[src/rtl/core/pd4b5b_pkg.sv]
// Shared types, line symbols and 4B5B helpers for the USB PD frame encoder.
// Used by the front, queue, back and top-level modules; depends on nothing.
package pd4b5b_pkg;

    // Frame limits and chunking
    localparam int          MAX_PAYLOAD_BYTES = 30;
    localparam logic [3:0]  CHUNK_BITS        = 4'd10;
    localparam int          CODE_W            = 40;
    localparam int          STREAM_W          = 96;

    // Queue between front and back
    localparam int          QUEUE_DEPTH = 4;
    localparam int          QPTR_W      = 2;
    localparam int          QCNT_W      = 3;

    // Command codes as carried on tuser
    typedef enum logic [1:0] {
        CMD_SOP  = 2'd0,
        CMD_HRST = 2'd1,
        CMD_BYTE = 2'd2,
        CMD_END  = 2'd3
    } t_cmd;

    // One classified command waiting for the back end
    typedef struct packed {
        t_cmd               kind;
        logic [CODE_W-1:0]  code;
    } t_entry;

    // Queue status seen by the front and the back
    typedef struct packed {
        logic nonempty;
        logic full;
    } t_q_status;

    // Special K-code symbols, sent LSB first
    localparam logic [4:0] SYM_SYNC1 = 5'h18;
    localparam logic [4:0] SYM_SYNC2 = 5'h11;
    localparam logic [4:0] SYM_RST1  = 5'h07;
    localparam logic [4:0] SYM_RST2  = 5'h19;
    localparam logic [4:0] SYM_EOP   = 5'h0D;

    // Alternating preamble, a zero on the line first
    localparam logic [63:0] PREAMBLE = {32{2'b10}};

    // Fixed bit streams of the ordered sets, padding bits are zero
    localparam logic [STREAM_W-1:0] SOP_STREAM =
        {12'd0, SYM_SYNC2, SYM_SYNC1, SYM_SYNC1, SYM_SYNC1, PREAMBLE};
    localparam logic [STREAM_W-1:0] HRST_STREAM =
        {12'd0, SYM_RST2, SYM_RST1, SYM_RST1, SYM_RST1, PREAMBLE};

    // Standard 4B5B data symbol table
    function automatic logic [4:0] enc4b5b(input logic [3:0] nib);
        logic [4:0] sym;
        case (nib)
            4'h0: sym = 5'h1E;
            4'h1: sym = 5'h09;
            4'h2: sym = 5'h14;
            4'h3: sym = 5'h15;
            4'h4: sym = 5'h0A;
            4'h5: sym = 5'h0B;
            4'h6: sym = 5'h0E;
            4'h7: sym = 5'h0F;
            4'h8: sym = 5'h12;
            4'h9: sym = 5'h13;
            4'hA: sym = 5'h16;
            4'hB: sym = 5'h17;
            4'hC: sym = 5'h1A;
            4'hD: sym = 5'h1B;
            4'hE: sym = 5'h1C;
            default: sym = 5'h1D;
        endcase
        return sym;
    endfunction

    // Index of the final chunk of each command
    function automatic logic [3:0] last_chunk(input t_cmd kind);
        logic [3:0] idx;
        case (kind)
            CMD_SOP:  idx = 4'd8;
            CMD_HRST: idx = 4'd8;
            CMD_BYTE: idx = 4'd0;
            CMD_END:  idx = 4'd4;
            default:  idx = 4'd0;
        endcase
        return idx;
    endfunction

    // Number of bits in the final chunk of each command
    function automatic logic [3:0] last_count(input t_cmd kind);
        logic [3:0] cnt;
        case (kind)
            CMD_SOP:  cnt = 4'd4;
            CMD_HRST: cnt = 4'd6;
            CMD_BYTE: cnt = CHUNK_BITS;
            CMD_END:  cnt = 4'd7;
            default:  cnt = CHUNK_BITS;
        endcase
        return cnt;
    endfunction

endpackage

[src/rtl/core/pd4b5b_front.sv]
// Front end: accepts commands, tracks the open frame and encodes data symbols.
// Depends on pd4b5b_pkg; pushes classified entries into pd4b5b_queue.
module pd4b5b_front (
    input  logic                  i_clk,
    input  logic                  i_rst_n,
    input  logic                  i_valid,
    output logic                  o_ready,
    input  logic [1:0]            i_cmd,
    input  logic [7:0]            i_data_byte,
    input  logic [31:0]           i_crc_value,
    input  pd4b5b_pkg::t_q_status i_q_status,
    output logic                  o_push,
    output pd4b5b_pkg::t_entry    o_entry
);

    logic       r_open;
    logic       n_open;
    logic [4:0] r_count;
    logic [4:0] n_count;
    logic       accept;
    logic       room;
    pd4b5b_pkg::t_cmd cmd;
    logic [pd4b5b_pkg::CODE_W-1:0] crc_code;

    assign o_ready = !i_q_status.full;
    assign accept  = i_valid && !i_q_status.full;
    assign cmd     = pd4b5b_pkg::t_cmd'(i_cmd);
    assign room    = r_count < 5'(pd4b5b_pkg::MAX_PAYLOAD_BYTES);

    // Eight CRC nibbles, low nibble first, each five bits on the line
    always_comb begin
        for (int i = 0; i < 8; i++) begin
            crc_code[i*5 +: 5] = pd4b5b_pkg::enc4b5b(i_crc_value[i*4 +: 4]);
        end
    end

    // Classify the command, decide whether it makes any output
    always_comb begin
        n_open        = r_open;
        n_count       = r_count;
        o_push        = 1'b0;
        o_entry.kind  = cmd;
        o_entry.code  = crc_code;
        case (cmd)
            pd4b5b_pkg::CMD_SOP: begin
                o_push  = accept;
                if (accept) begin
                    n_open  = 1'b1;
                    n_count = 5'd0;
                end
            end
            pd4b5b_pkg::CMD_HRST: begin
                o_push  = accept;
                if (accept) begin
                    n_open  = 1'b0;
                    n_count = 5'd0;
                end
            end
            pd4b5b_pkg::CMD_BYTE: begin
                o_entry.code = {30'd0, pd4b5b_pkg::enc4b5b(i_data_byte[7:4]),
                                pd4b5b_pkg::enc4b5b(i_data_byte[3:0])};
                o_push = accept && r_open && room;
                if (o_push) begin
                    n_count = r_count + 5'd1;
                end
            end
            pd4b5b_pkg::CMD_END: begin
                o_push = accept && r_open;
                if (o_push) begin
                    n_open  = 1'b0;
                    n_count = 5'd0;
                end
            end
            default: begin
                o_push = 1'b0;
            end
        endcase
    end

    // Frame state
    always_ff @(posedge i_clk) begin
        if (!i_rst_n) begin
            r_open  <= 1'b0;
            r_count <= 5'd0;
        end else begin
            r_open  <= n_open;
            r_count <= n_count;
        end
    end

endmodule

[src/rtl/core/pd4b5b_queue.sv]
// Short queue of classified commands between the front and the back end.
// Depends on pd4b5b_pkg for the entry type and the depth.
module pd4b5b_queue (
    input  logic                  i_clk,
    input  logic                  i_rst_n,
    input  logic                  i_push,
    input  pd4b5b_pkg::t_entry    i_entry,
    input  logic                  i_pop,
    output pd4b5b_pkg::t_entry    o_head,
    output pd4b5b_pkg::t_q_status o_status
);

    pd4b5b_pkg::t_entry r_mem [pd4b5b_pkg::QUEUE_DEPTH];
    logic [pd4b5b_pkg::QPTR_W-1:0] r_wr_ptr;
    logic [pd4b5b_pkg::QPTR_W-1:0] r_rd_ptr;
    logic [pd4b5b_pkg::QCNT_W-1:0] r_count;

    assign o_head          = r_mem[r_rd_ptr];
    assign o_status.nonempty = r_count != '0;
    assign o_status.full   = r_count == pd4b5b_pkg::QCNT_W'(pd4b5b_pkg::QUEUE_DEPTH);

    // Entry storage
    always_ff @(posedge i_clk) begin
        if (i_push) begin
            r_mem[r_wr_ptr] <= i_entry;
        end
    end

    // Pointers and fill level
    always_ff @(posedge i_clk) begin
        if (!i_rst_n) begin
            r_wr_ptr <= '0;
            r_rd_ptr <= '0;
            r_count  <= '0;
        end else begin
            if (i_push) begin
                r_wr_ptr <= r_wr_ptr + 1'b1;
            end
            if (i_pop) begin
                r_rd_ptr <= r_rd_ptr + 1'b1;
            end
            if (i_push && !i_pop) begin
                r_count <= r_count + 1'b1;
            end else if (!i_push && i_pop) begin
                r_count <= r_count - 1'b1;
            end
        end
    end

endmodule

[src/rtl/core/pd4b5b_back.sv]
// Back end: cuts the head command's bit stream into chunks of up to 10 bits.
// Depends on pd4b5b_pkg; drives the output register of the master stream.
module pd4b5b_back (
    input  logic                  i_clk,
    input  logic                  i_rst_n,
    input  pd4b5b_pkg::t_entry    i_head,
    input  pd4b5b_pkg::t_q_status i_q_status,
    output logic                  o_pop,
    output logic                  o_valid,
    input  logic                  i_ready,
    output logic [9:0]            o_line_bits,
    output logic [3:0]            o_bit_count,
    output logic                  o_last
);

    logic [3:0] r_idx;
    logic       r_valid;
    logic [9:0] r_bits;
    logic [3:0] r_cnt;
    logic       r_last;
    logic       load;
    logic       is_last;
    logic [6:0] base;
    logic [pd4b5b_pkg::STREAM_W-1:0] stream;

    // Whole bit stream of the head command
    always_comb begin
        case (i_head.kind)
            pd4b5b_pkg::CMD_SOP:  stream = pd4b5b_pkg::SOP_STREAM;
            pd4b5b_pkg::CMD_HRST: stream = pd4b5b_pkg::HRST_STREAM;
            pd4b5b_pkg::CMD_BYTE: stream = {86'd0, i_head.code[9:0]};
            pd4b5b_pkg::CMD_END:  stream = {51'd0, pd4b5b_pkg::SYM_EOP, i_head.code};
            default:              stream = '0;
        endcase
    end

    // Chunk selection: base is ten times the chunk index
    assign base    = {r_idx, 3'b000} + {2'b00, r_idx, 1'b0};
    assign is_last = r_idx == pd4b5b_pkg::last_chunk(i_head.kind);
    assign load    = i_q_status.nonempty && (!r_valid || i_ready);
    assign o_pop   = load && is_last;

    // Chunk index within the head command
    always_ff @(posedge i_clk) begin
        if (!i_rst_n) begin
            r_idx   <= 4'd0;
            r_valid <= 1'b0;
        end else begin
            if (load) begin
                r_idx   <= is_last ? 4'd0 : r_idx + 4'd1;
                r_valid <= 1'b1;
            end else if (i_ready) begin
                r_valid <= 1'b0;
            end
        end
    end

    // Output payload register
    always_ff @(posedge i_clk) begin
        if (load) begin
            r_bits <= stream[base +: 10];
            r_cnt  <= is_last ? pd4b5b_pkg::last_count(i_head.kind)
                              : pd4b5b_pkg::CHUNK_BITS;
            r_last <= is_last;
        end
    end

    assign o_valid     = r_valid;
    assign o_line_bits = r_bits;
    assign o_bit_count = r_cnt;
    assign o_last      = r_last;

endmodule

[src/rtl/core/usb_pd_4b5b_frame_encoder.sv]
// Top level of the USB PD 4B5B frame encoder.
// Depends on pd4b5b_pkg, pd4b5b_front, pd4b5b_queue and pd4b5b_back.
//
// Usage:
//   The slave stream takes one command per beat: tuser carries the command
//   (start, hard reset, payload byte, end), tdata the byte and the CRC.
//   The master stream returns the line bits before BMC coding in chunks of
//   up to 10 bits, bit 0 first; tlast marks the final chunk of a command.
//   A start or hard reset yields 9 beats, a payload byte 1 and an end 5.
//   Payload or end outside an open frame, and bytes past the payload
//   limit, yield no beat at all.
//   The first chunk of a command is registered into the queue and then into
//   the output register before it is valid. Throughput is one output beat
//   per cycle while the receiver holds tready high, set by the single chunk
//   selector of the back end, so payload bytes are taken at one per cycle
//   and a longer command holds the selector for all of its beats.
//   A four-entry command queue separates the front and back ends; the front
//   keeps accepting while the queue has room, even while the receiver holds
//   tready low and the output register waits.
//   Reset clears the frame state, the queue and the output valid.
module usb_pd_4b5b_frame_encoder (
    input  logic        i_clk,
    input  logic        i_rst_n,
    input  logic        s_axis_tvalid,
    output logic        s_axis_tready,
    input  logic [39:0] s_axis_tdata,   // [7:0] data_byte, [39:8] crc_value
    input  logic [1:0]  s_axis_tuser,   // [1:0] cmd
    output logic        m_axis_tvalid,
    input  logic        m_axis_tready,
    output logic [15:0] m_axis_tdata,   // [9:0] line_bits, [13:10] bit_count, zero above
    output logic        m_axis_tlast    // last
);

    pd4b5b_pkg::t_q_status q_status;
    pd4b5b_pkg::t_entry    push_entry;
    pd4b5b_pkg::t_entry    head;
    logic                  push;
    logic                  pop;
    logic [9:0]            line_bits;
    logic [3:0]            bit_count;

    pd4b5b_front u_front (
        .i_clk       (i_clk),
        .i_rst_n     (i_rst_n),
        .i_valid     (s_axis_tvalid),
        .o_ready     (s_axis_tready),
        .i_cmd       (s_axis_tuser),
        .i_data_byte (s_axis_tdata[7:0]),
        .i_crc_value (s_axis_tdata[39:8]),
        .i_q_status  (q_status),
        .o_push      (push),
        .o_entry     (push_entry)
    );

    pd4b5b_queue u_queue (
        .i_clk    (i_clk),
        .i_rst_n  (i_rst_n),
        .i_push   (push),
        .i_entry  (push_entry),
        .i_pop    (pop),
        .o_head   (head),
        .o_status (q_status)
    );

    pd4b5b_back u_back (
        .i_clk       (i_clk),
        .i_rst_n     (i_rst_n),
        .i_head      (head),
        .i_q_status  (q_status),
        .o_pop       (pop),
        .o_valid     (m_axis_tvalid),
        .i_ready     (m_axis_tready),
        .o_line_bits (line_bits),
        .o_bit_count (bit_count),
        .o_last      (m_axis_tlast)
    );

    assign m_axis_tdata = {2'b00, bit_count, line_bits};

`ifndef SYNTHESIS
    // Every delivered chunk carries between one and ten bits.
    a_count_range: assert property (@(posedge i_clk) disable iff (!i_rst_n)
        m_axis_tvalid |-> (m_axis_tdata[13:10] != 4'd0 && m_axis_tdata[13:10] <= 4'd10))
        else $error("chunk bit count out of range");

    // Only the final chunk of a command may be short.
    a_full_chunk: assert property (@(posedge i_clk) disable iff (!i_rst_n)
        (m_axis_tvalid && !m_axis_tlast) |-> m_axis_tdata[13:10] == 4'd10)
        else $error("short chunk before the end of a command");

    // The queue is never written while it is full.
    a_no_overflow: assert property (@(posedge i_clk) disable iff (!i_rst_n)
        push |-> (!q_status.full || pop))
        else $error("command queue overflow");

    // Nothing is shown on the master side right after reset.
    a_reset_idle: assert property (@(posedge i_clk)
        $past(!i_rst_n) |-> !m_axis_tvalid)
        else $error("output valid after reset");
`endif

endmodule

[config.mk]
export PLATFORM = sky130hd
export DESIGN_NAME = usb_pd_4b5b_frame_encoder
export DESIGN_NICKNAME = d
export VERILOG_FILES = /design/src/rtl/core/pd4b5b_pkg.sv /design/src/rtl/core/pd4b5b_front.sv /design/src/rtl/core/pd4b5b_queue.sv /design/src/rtl/core/pd4b5b_back.sv /design/src/rtl/core/usb_pd_4b5b_frame_encoder.sv
export SDC_FILE = /design/constraint.sdc
export NUM_CORES = 1
export LEC_CHECK = 0
export BUFFER_PORTS_ARGS = -buffer_cell sky130_fd_sc_hd__buf_2
export CORE_MARGIN = 4
export CORE_UTILIZATION = 50
export DETAILED_ROUTE_END_ITERATION = 8
export GPL_TIMING_DRIVEN = 0
export HOLD_SLACK_MARGIN = 0.05
export PLACE_DENSITY = 0.68
export SETUP_SLACK_MARGIN = 0.2
export SYNTH_ARGS = -nofsm -noshare
export SYNTH_HDL_FRONTEND = slang
export SYNTH_SLANG_ARGS = --single-unit
[constraint.sdc]
create_clock -name i_clk -period 7.2 [get_ports i_clk]
set_clock_uncertainty 0.1 [all_clocks]
set_input_delay 1.44 -clock i_clk [delete_from_list [all_inputs] [get_ports i_clk]]
set_output_delay 1.44 -clock i_clk [all_outputs]
set_load 0.05 [all_outputs]
Word level (Yosys, flattened, before mapping):

Memory sizes are Yosys's and may differ from the RTL's. A register that Yosys moved wholly into a read port is not among the register bits.
Cells that the tools add are included.

* bits in registers: 33
* RAM bits: 168
* bits in read-only memories: 800
* input port bits: 46
* output and inout port bits: 19
* logic and storage cells: 87
* memories kept: 11

* add/subtract/negate cells: 7
* magnitude comparators: 1
* equal/unequal tests: 13
* shift operators: 1
* mux-type cells: 22
* reduce and logical (&&, ||, !) cells: 22

Memories
* u_queue.r_mem: words 4, bits a word 42, rd ports 1, clocked after Yosys merged registers in 1, write ports 1, RTL line pd4b5b_queue.sv:13 `pd4b5b_pkg::t_entry r_mem [pd4b5b_pkg::QUEUE_DEPTH];`
* (name not given): words 16, bits a word 5, rd ports 1, clocked after Yosys merged registers in 0, write ports 0, RTL line pd4b5b_pkg.sv:55 `case (nib)`
* (name not given): words 16, bits a word 5, rd ports 1, clocked after Yosys merged registers in 0, write ports 0, RTL line pd4b5b_pkg.sv:55
* (name not given): words 16, bits a word 5, rd ports 1, clocked after Yosys merged registers in 0, write ports 0, RTL line pd4b5b_pkg.sv:55
* (name not given): words 16, bits a word 5, rd ports 1, clocked after Yosys merged registers in 0, write ports 0, RTL line pd4b5b_pkg.sv:55
* (name not given): words 16, bits a word 5, rd ports 1, clocked after Yosys merged registers in 0, write ports 0, RTL line pd4b5b_pkg.sv:55
* 5 more memories

Operators with widths (count)
* $pmux W96 S4: 1
* $shiftx A96 B8 Y10: 1
* $mux W40: 1
* $pmux W4 S4: 1
* $mux W5: 3
* $pmux W5 S3: 1
* $pmux W4 S3: 1
* $ne A2 B1 Y1 const B: 5
* $eq A2 B2 Y1 const B: 4
* $add A7 B5 Y7: 1
* $logic_and A1 B1 Y1: 7
* $mux W1: 7
* $mux W3: 2
* $pmux W1 S3: 2
* $reduce_bool A3 Y1: 2
* $add A5 B1 Y5 const B: 1
* $lt A5 B5 Y1 const B: 1
* $add A2 B1 Y2 const B: 2
* $add A4 B1 Y4 const B: 1
* $eq A2 B1 Y1 const B: 2
* $eq A4 B4 Y1: 1
* $logic_not A1 Y1: 4
* $logic_not A2 Y1: 2
* $mux W2: 2
* 9 further kinds: 11

Longest topological paths before layout:

Gate-level depths: netlist of the first run.

* depth in word-level cells: 10
* depth in mapped cells: 12
* gate-level depth less buffers: 10

Hierarchy:

From an unflattened synthesis of the first run, not the netlist that was laid out.

* cell total of the unflattened synthesis: 808
* area total of the unflattened synthesis: 10686.5 µm²

Modules (own cells, without submodules)
* pd4b5b_queue: times used 1, cells each 263, area each 6560.0 µm², sequential area each 5225.0 µm²
* pd4b5b_back: times used 1, cells each 367, area each 3029.2 µm², sequential area each 550.5 µm²
* pd4b5b_front: times used 1, cells each 175, area each 1078.5 µm², sequential area each 120.1 µm²
* usb_pd_4b5b_frame_encoder: times used 1, cells each 3, area each 18.8 µm², sequential area each 0.0 µm²

Worst setup path after synthesis of the first run:

No wires, ideal clock.

* kind: input-to-reg
* start: input port m_axis_tready
* end: register u_queue.r_count[2] (netlist bit)
* setup time: 76 ps
* arrival time: 3749 ps
* required time: 7024 ps
* path slack: 3276 ps
* stages: 9
* buffers on the path: 0
* cell sequence: nor2b_1 -> nor2_1 -> o211ai_1 -> ha_1 -> inv_1 -> fa_1 -> xor2_1 -> or3_1 -> a21boi_0

* longest elaborated chain between the ends: 6
* elaborated cells between the ends (all ways): 8
* classes of those cells: mux: 1; reduce/logical: 7

RTL lines
* start, declared: RTL line usb_pd_4b5b_frame_encoder.sv:29 `input logic m_axis_tready,`
* $logic_or A1 B1 Y1 *: RTL line pd4b5b_back.sv:40 `assign load = i_q_status.nonempty && (!r_valid || i_ready);`
* $logic_and A1 B1 Y1 *: RTL line pd4b5b_back.sv:40
* net u_back.load: RTL line pd4b5b_back.sv:21 `logic load;`
* $logic_and A1 B1 Y1 *: RTL line pd4b5b_back.sv:41 `assign o_pop = load && is_last;`
* $logic_not A1 Y1: RTL line pd4b5b_queue.sv:42 `if (i_push && !i_pop) begin`
* $logic_and A1 B1 Y1: RTL line pd4b5b_queue.sv:42
* $mux W3 or $reduce_bool A2 Y1 (tied branches)
* end signal, assigned: RTL line pd4b5b_queue.sv:43 `r_count <= r_count + 1'b1;`
* end signal, assigned: RTL line pd4b5b_queue.sv:45 `r_count <= r_count - 1'b1;`
* end, declared: RTL line pd4b5b_queue.sv:16 `logic [pd4b5b_pkg::QCNT_W-1:0] r_count;`

The timed path passes the listed nets; every way through them passes the cells marked *.
A chain may end at the register's enable or synchronous reset.

Worst setup path in the final report of the first run:

* start: register u_back.r_idx[1]
* end: register u_queue.r_count[2] (netlist bit)

* longest elaborated chain between the ends: 5
* elaborated cells between the ends (all ways): 7
* classes of those cells: eq/ne: 1; mux: 1; reduce/logical: 5

RTL lines
* start, declared: RTL line pd4b5b_back.sv:16 `logic [3:0] r_idx;`
* start signal, assigned: RTL line pd4b5b_back.sv:50 `r_idx <= is_last ? 4'd0 : r_idx + 4'd1;`
* $eq A4 B4 Y1 *: RTL line pd4b5b_back.sv:39 `assign is_last = r_idx == pd4b5b_pkg::last_chunk(i_head.kind);`
* $logic_and A1 B1 Y1 *: RTL line pd4b5b_back.sv:41
* $logic_not A1 Y1: RTL line pd4b5b_queue.sv:42
* $logic_and A1 B1 Y1: RTL line pd4b5b_queue.sv:42
* $mux W3 or $reduce_bool A2 Y1 (tied branches)

Every way passes the cells marked *; elsewhere a longest branch is shown, timed or not.

==> run metrics, run 1 <==
CTS H-tree lvls 1; metal3 WL 2.65 mm; share of layout cells above drive strength 1 18.6%; postcts setup bufs 0; Port Buf Inserts just over 60; CP Launch Type register; CP arrival 4.08 ns; Setup WS post-layout 3.47 ns; total gr overflow 0; Register Area 5900 um^2; register bit total from synthesis 203; post-route insts no fill roughly 1,200; first-pass GRT wire length around 45 mm; HP Class register to register; Post-DRT Antenna Nets 0; Layout Utilization between 50 and 60%; max-slew violations 0; Finished Cell Area 12,200 um^2; site row count 53; Die Span Y approximately 150 um; Worst VDD drop ~0.17 mV; Worst setup EP type register; Seq/Total Area, Yosys a little over half; crit-path max FO 10; YS warnings 0; CTS root buf clkbuf_16; Slew @ Worst Pin 0.979 ns; Top FF cell, synth edfxtp_1; Mapped Cells about 860; core box area roughly 21,000 um^2; I/O pin total 65; vias about 7,900; Filler cells around 1,800; Resized Gates After CTS 0; crit path time final approximately 3.7 ns; Initial Utilization between 50% and 60%; multi-input combinational cell area about 4500 um^2; fin crit share between 50% and 60%; antenna violations before repair 0; status completed; dpl cell area between 10,000 and 15,000 um^2; hpwl dp 21.0 mm; TritonCTS clock tree built; per-cell routed wire length between 20 and 25 um; Slew HR approximately a third; die area between 20,000 and 25,000 um^2; DRT iter0 DRCs 813; Yosys top cell area share between 50% and 60%; pre-CTS WS about 3.2 ns; area leader, netlist edfxtp_1; Final setup violation count 0; leakage power of the design ~4.2 nW; Clock Path Buffers 3; RSZ-0062 raised after global routing no; Synth async-reset ratio 0%; Pwr Density 354 nW/um^2; Residual DRC 0; Setup TNS Final 0 ns; cell family with most CP delay buffers and inverters; Diodes inserted 0; GPL Wtd Cong about 0.98; CP Class register to register; commonest non-fill, non-tap cell in the layout edfxtp_1; Worst-Skew Late Latency around 0.52 ns; vias in the first global route 7,601; met2 routed WL ~14 mm; placed cells between 1,000 and 1,500; max-cap violation count 0; M1 WL 12.1 mm; Critical Path Max Stage Delay ~0.46 ns; Worst path slowest cell dfxtp_1; largest cells by area after synthesis edfxtp_1, mux4_2, mux4_1, dfxtp_1, nor2_1; Buf+Inv Stages, Crit Path 5; worst-path cell chain clkbuf_1 -> inv_1 -> buf_4 -> clkbuf_1 -> ha_1 -> o211ai_1 -> ha_1 -> inv_1 -> fa_1 -> xor2_1 -> or3_1 -> a21boi_0; largest net degree at the start of global routing 34; post-synth cell types 73; top sig layer met4; drt total wl between 20 and 30 mm; commonest non-fill, non-tap cells in the layout edfxtp_1, nor2_1, buf_2; maximum clock rate about 270 MHz; clock sinks between 200 and 250; endpoints failing hold 0; Final nets approximately 1,000; Total GRT Usage between 20 and 25%; Die Span X 155 um; Worst-path clk slew 0.06 ns; Post-Syn Area about 11,000 um^2; TritonCTS buffer count 22; first-pass detailed-route iteration total 6; Area Growth Syn to Fin 13.5%; CP required approximately 7.6 ns; number of hold buffers added after CTS 0; Post-Syn Area per Cell 12.5 um^2; vias per cell roughly 6.4; number of flops mapped to enable cells by yosys 183
-- layer usage --
metal / track usage [%] / vias up
li1: - / 3535
met1: 33.8 / 3908
met2: 38.9 / 420
met3: 4.67 / 83
met4: 8.12 / 0
met5: 0 / -
-- synthesized netlist by cell type (11+ instances only) --
cell type,n
and2_1,18
clkbuf_1,25
inv_1,18
xnor2_1,18
a21oi_1,45
edfxtp_1,183
nand3_1,24
or3_1,13
dfxtp_1,20
nor2_1,97
o21ai_0,22
buf_2,11
mux2i_1,23
mux2_2,11
nor3_1,38
nand2_1,60
nor2b_1,12
mux4_1,20
mux4_2,29
-- path summary, 6_finish.rpt --
| check | slack [ns] | to | depth (start not counted) | from |
|---|---|---|---|---|
| worst min-delay path | 0.43 | u_front.r_count[4]$_SDFFE_PN0P_ | 2 | u_front.r_count[4]$_SDFFE_PN0P_ |
| worst max-delay path | 3.47 | u_queue.r_count[2]$_SDFFE_PN0P_ | 12 | u_back.r_idx[1]$_SDFFE_PN0P_ |
| worst max register to register | 3.47 | u_queue.r_count[2]$_SDFFE_PN0P_ | 12 | u_back.r_idx[1]$_SDFFE_PN0P_ |
| worst min register to register | 0.43 | u_front.r_count[4]$_SDFFE_PN0P_ | 2 | u_front.r_count[4]$_SDFFE_PN0P_ |
-- worst reg2reg max path, stage by stage (launching register included) --
cell	delay [ns]
dfxtp_1	0.46
clkbuf_1	0.43
inv_1	0.23
buf_4	0.25
clkbuf_1	0.27
ha_1	0.32
o211ai_1	0.22
ha_1	0.26
inv_1	0.07
fa_1	0.43
xor2_1	0.17
or3_1	0.30
a21boi_0	0.15
-- metrics by stage --
| step | hold slack, ns | total power [mW] |
|---|---|---|
| CTS | 0.432 | 4.32 |
| global route | 0.470 | 4.51 |
| floorplan | 0.379 | 2.72 |
| detailed placement | 0.419 | 3.25 |
| global placement | 0.395 | 3.23 |
| finish | 0.430 | 4.32 |
-- flip-flops by register name (all words and copies together) (netlist names), named ones only --
| signal | cells |
|---|---|
| u_queue.r_mem | 168 |
| u_back.o_line_bits | 10 |
| u_front.r_count | 5 |
| u_back.o_bit_count | 4 |
| u_back.r_idx | 4 |
| u_queue.r_count | 3 |
| u_queue.r_rd_ptr | 2 |
| u_queue.r_wr_ptr | 2 |
| u_back.o_last | 1 |
| u_back.o_valid | 1 |
| u_front.r_open | 1 |
-- cell families (layout without fill, tap and decap cells) --
group,after synthesis,after routing,synth area share [%]
AOI/OAI and AO/OA,169,169,10.9
xor gates and xnor gates,23,23,1.87
buffers and inverters,77,183,3.66
adders and majority gates,12,12,1.54
other,1,2,0.0349
and+or+nand+nor,293,293,12.8
DFF,203,203,54.9
muxes,83,83,14.3
-- report_power, final --
part           switching [mW]  internal [mW]
clock                   0.459          0.601
combinational            1.14          0.606
sequential             0.0488           1.46
total                    1.65           2.67
-- cell type report --
cell class | count | share of cell area [%]
buffer | 57 | 2.61
clock buffer | 24 | 4.58
clock inverter | 15 | 1.07
inverter | 20 | 0.616
multi-input combinational | 582 | 36.6
sequential | 203 | 48.4
tap | 275 | 2.82
timing repair buffer | 67 | 3.32
No activity file was read; power rests on OpenSTA's default activity.
==> inputs of run 2 (changes only) <==
- PLACE_DENSITY: 0.68 -> 0.7
- clock period: 7.2 -> 3.41 ns (I/O delays scaled with it)
==> run 2 against run 1 <==
Register-to-register slack worse by 3.2 ns. Combinational power rose by 120%. Worst hold slack worse by 0.067 ns. Die area unchanged. Total power is 120% higher. Via count hardly changed. Cell count is 0.40% higher. Critical path type unchanged.
==> run metrics, run 2 (same netlist as run 1, synthesis figures left out) <==
status completed (unchanged); RSZ-0062 raised after global routing no (unchanged); antenna violations before repair 0 (unchanged); Filler cells 1,697 (was 1,761); Die Span X 155 um (unchanged); endpoints failing hold 0 (unchanged); max FFs per register 168 (unchanged); M1 WL 12.2 mm (was 12.1 mm); total gr overflow 0 (unchanged); Worst-Skew Late Latency 0.52 ns (about the same); first-pass detailed-route iteration total 6 (unchanged); DRT iter0 DRCs 953 (was 813); CP Launch Type register (unchanged); site row count 53 (unchanged); part of the power in the clock network 26.3% (was 24.5%); Setup WS post-layout 0.310 ns (was 3.47 ns); Slew @ Worst Pin 0.891 ns (was 0.979 ns); Residual DRC 0 (unchanged); maximum clock rate 323 MHz (was 268 MHz); vias per cell 6.37 (was 6.39); Post-DRT Antenna Nets 0 (unchanged); largest net degree at the start of global routing 32 (was 34); Die Span Y 155 um (unchanged); Final setup violation count 0 (unchanged); Sequential Power Share 33.8% (was 35.0%); Initial Utilization 50.9% (unchanged); leakage power of the design 4.33 nW (was 4.25 nW); Diodes inserted 0 (unchanged); post-route insts no fill 1,248 (was 1,243); TritonCTS clock tree built (unchanged); number of hold buffers added after CTS 0 (unchanged); crit-path max FO 10 (unchanged); Port Buf Inserts 62 (unchanged); vias 7,948 (was 7,946); Register Area 5900 um^2 (about the same); cell family with most CP delay compound AO/OA/AOI/OAI gates (was buffers and inverters); Worst path slowest cell a2111oi_1 (was dfxtp_1); per-cell routed wire length 23.2 um (was 23.7 um); HP Class input port to register (was register to register); CTS H-tree lvls 1 (unchanged); die area 23,900 um^2 (unchanged); Reg with most FFs u_queue.r_mem (unchanged); CP arrival 3.24 ns (was 4.08 ns); commonest non-fill, non-tap cell in the layout edfxtp_1 (unchanged); core box area 21,100 um^2 (unchanged); Worst VDD drop 0.464 mV (was 0.168 mV); multi-input combinational cell area 4490 um^2 (was 4470 um^2); drt total wl 29.0 mm (was 29.4 mm); Pwr Density 764 nW/um^2 (was 354 nW/um^2); CP Class register to register (unchanged); Clock Path Buffers 3 (unchanged); TritonCTS buffer count 22 (unchanged); CP required 3.55 ns (was 7.55 ns); met2 routed WL 12.9 mm (was 13.6 mm); max-slew violations 0 (unchanged); crit path time final 3.10 ns (was 3.73 ns); Net Sw Power 3.51 mW (was 1.65 mW); Power Internal 5.95 mW (was 2.67 mW); I/O pin total 65 (unchanged); worst-path cell chain buf_6 -> buf_4 -> clkbuf_4 -> mux4_2 -> a22oi_1 -> o21ai_0 -> a2111oi_1 -> o311ai_0 (was clkbuf_1 -> inv_1 -> buf_4 -> clkbuf_1 -> ha_1 -> o211ai_1 -> ha_1 -> inv_1 -> fa_1 -> xor2_1 -> or3_1 -> a21boi_0); commonest non-fill, non-tap cells in the layout edfxtp_1, nor2_1, buf_2 (unchanged); vias in the first global route 7,757 (was 7,601); Buf+Inv Stages, Crit Path 3 (was 5); Worst-path clk slew 0.05 ns (was 0.06 ns); placed cells 1,204 (unchanged); Layout Utilization 58.7% (was 57.8%); metal3 WL 2.59 mm (was 2.65 mm); top sig layer met4 (unchanged); CTS root buf clkbuf_16 (unchanged); max-cap violation count 0 (unchanged); Critical Path Max Stage Delay 0.49 ns (was 0.46 ns); part of the power in combinational logic 39.9% (was 40.5%); first-pass GRT wire length 45.3 mm (was 44.8 mm); Slew HR 40.0% (was 34.0%); pre-CTS WS -0.224 ns (was 3.21 ns); Pwr Total 9.46 mW (was 4.32 mW); clock sinks 203 (unchanged); Area Growth Syn to Fin 15.2% (was 13.5%); Final nets 1,015 (was 1,011); hpwl dp 20.3 mm (was 21.0 mm); Total GRT Usage 24.1% (was 24.3%); switching share of power 37.1% (was 38.2%); Min Hold Slack 0.363 ns (was 0.430 ns); fin crit share 90.9% (was 51.8%); share of layout cells above drive strength 1 20.1% (was 18.6%); Worst setup EP type register (unchanged); GPL Wtd Cong 1.02 (was 0.982)
run 2: power groups by stage:
stage | Clock, mW | Combinational [mW] | Sequential, mW
after floorplan | 0 | 2.19 | 3.57
after global placement | 0 | 3.54 | 3.25
after detailed placement | 0 | 3.56 | 3.24
after CTS | 2.51 | 3.61 | 3.20
after global routing | 2.62 | 4.00 | 3.22
final | 2.49 | 3.77 | 3.20
run 2: what timing repair did:
| action | 4_1_cts | 5_1_grt |
|---|---|---|
| setup buffers | 2 | 2 |
| pin swaps | 1 | 1 |
| endpoints found under the setup margin | 4 | 5 |
| resized for setup | 12 | 23 |
run 2: cell type report:
type / count / share of cell area, %
Multi-Input combinational cell: 582 / 36.3
Tap cell: 275 / 2.78
Clock buffer: 28 / 4.63
Sequential cell: 203 / 47.7
Timing Repair Buffer: 71 / 3.58
Buffer: 57 / 2.96
Inverter: 20 / 0.617
Clock inverter: 12 / 1.51
run 2: per-stage QoR:
step | TNS [ns] | cell area (um^2)
final | 0 | 12400
after global routing | 0 | 12400
after CTS | 0 | 12300
after detailed placement | -0.224 | 11500
after global placement | -94.84 | 11400
after floorplan | 0 | 10700
run 2: path summary, 6_finish.rpt:
check                                                     start                         endpoint  slack, ns  cells past startpoint
worst max-delay path                                   register  u_back.o_line_bits[3]$_DFFE_PP_       0.31                      8
worst min-delay path                                    i_rst_n     u_back.r_idx[1]$_SDFFE_PN0P_       0.36                      2
worst max register to register                         register  u_back.o_line_bits[3]$_DFFE_PP_       0.31                      8
worst min register to register  u_front.r_count[4]$_SDFFE_PN0P_  u_front.r_count[4]$_SDFFE_PN0P_       0.42                      2
run 2: worst register-to-register path, stage by stage, from the launching register on:
cell       delay, ns
dfxtp_1         0.44
buf_6           0.20
buf_4           0.26
clkbuf_4        0.31
mux4_2          0.39
a22oi_1         0.28
o21ai_0         0.16
a2111oi_1       0.49
o311ai_0        0.20
run 2: metal layers:
layer / track usage [%] / vias up
met5: 0 / -
met4: 9.97 / 0
met3: 4.73 / 97
met2: 36.6 / 435
met1: 34.5 / 3879
li1: - / 3537
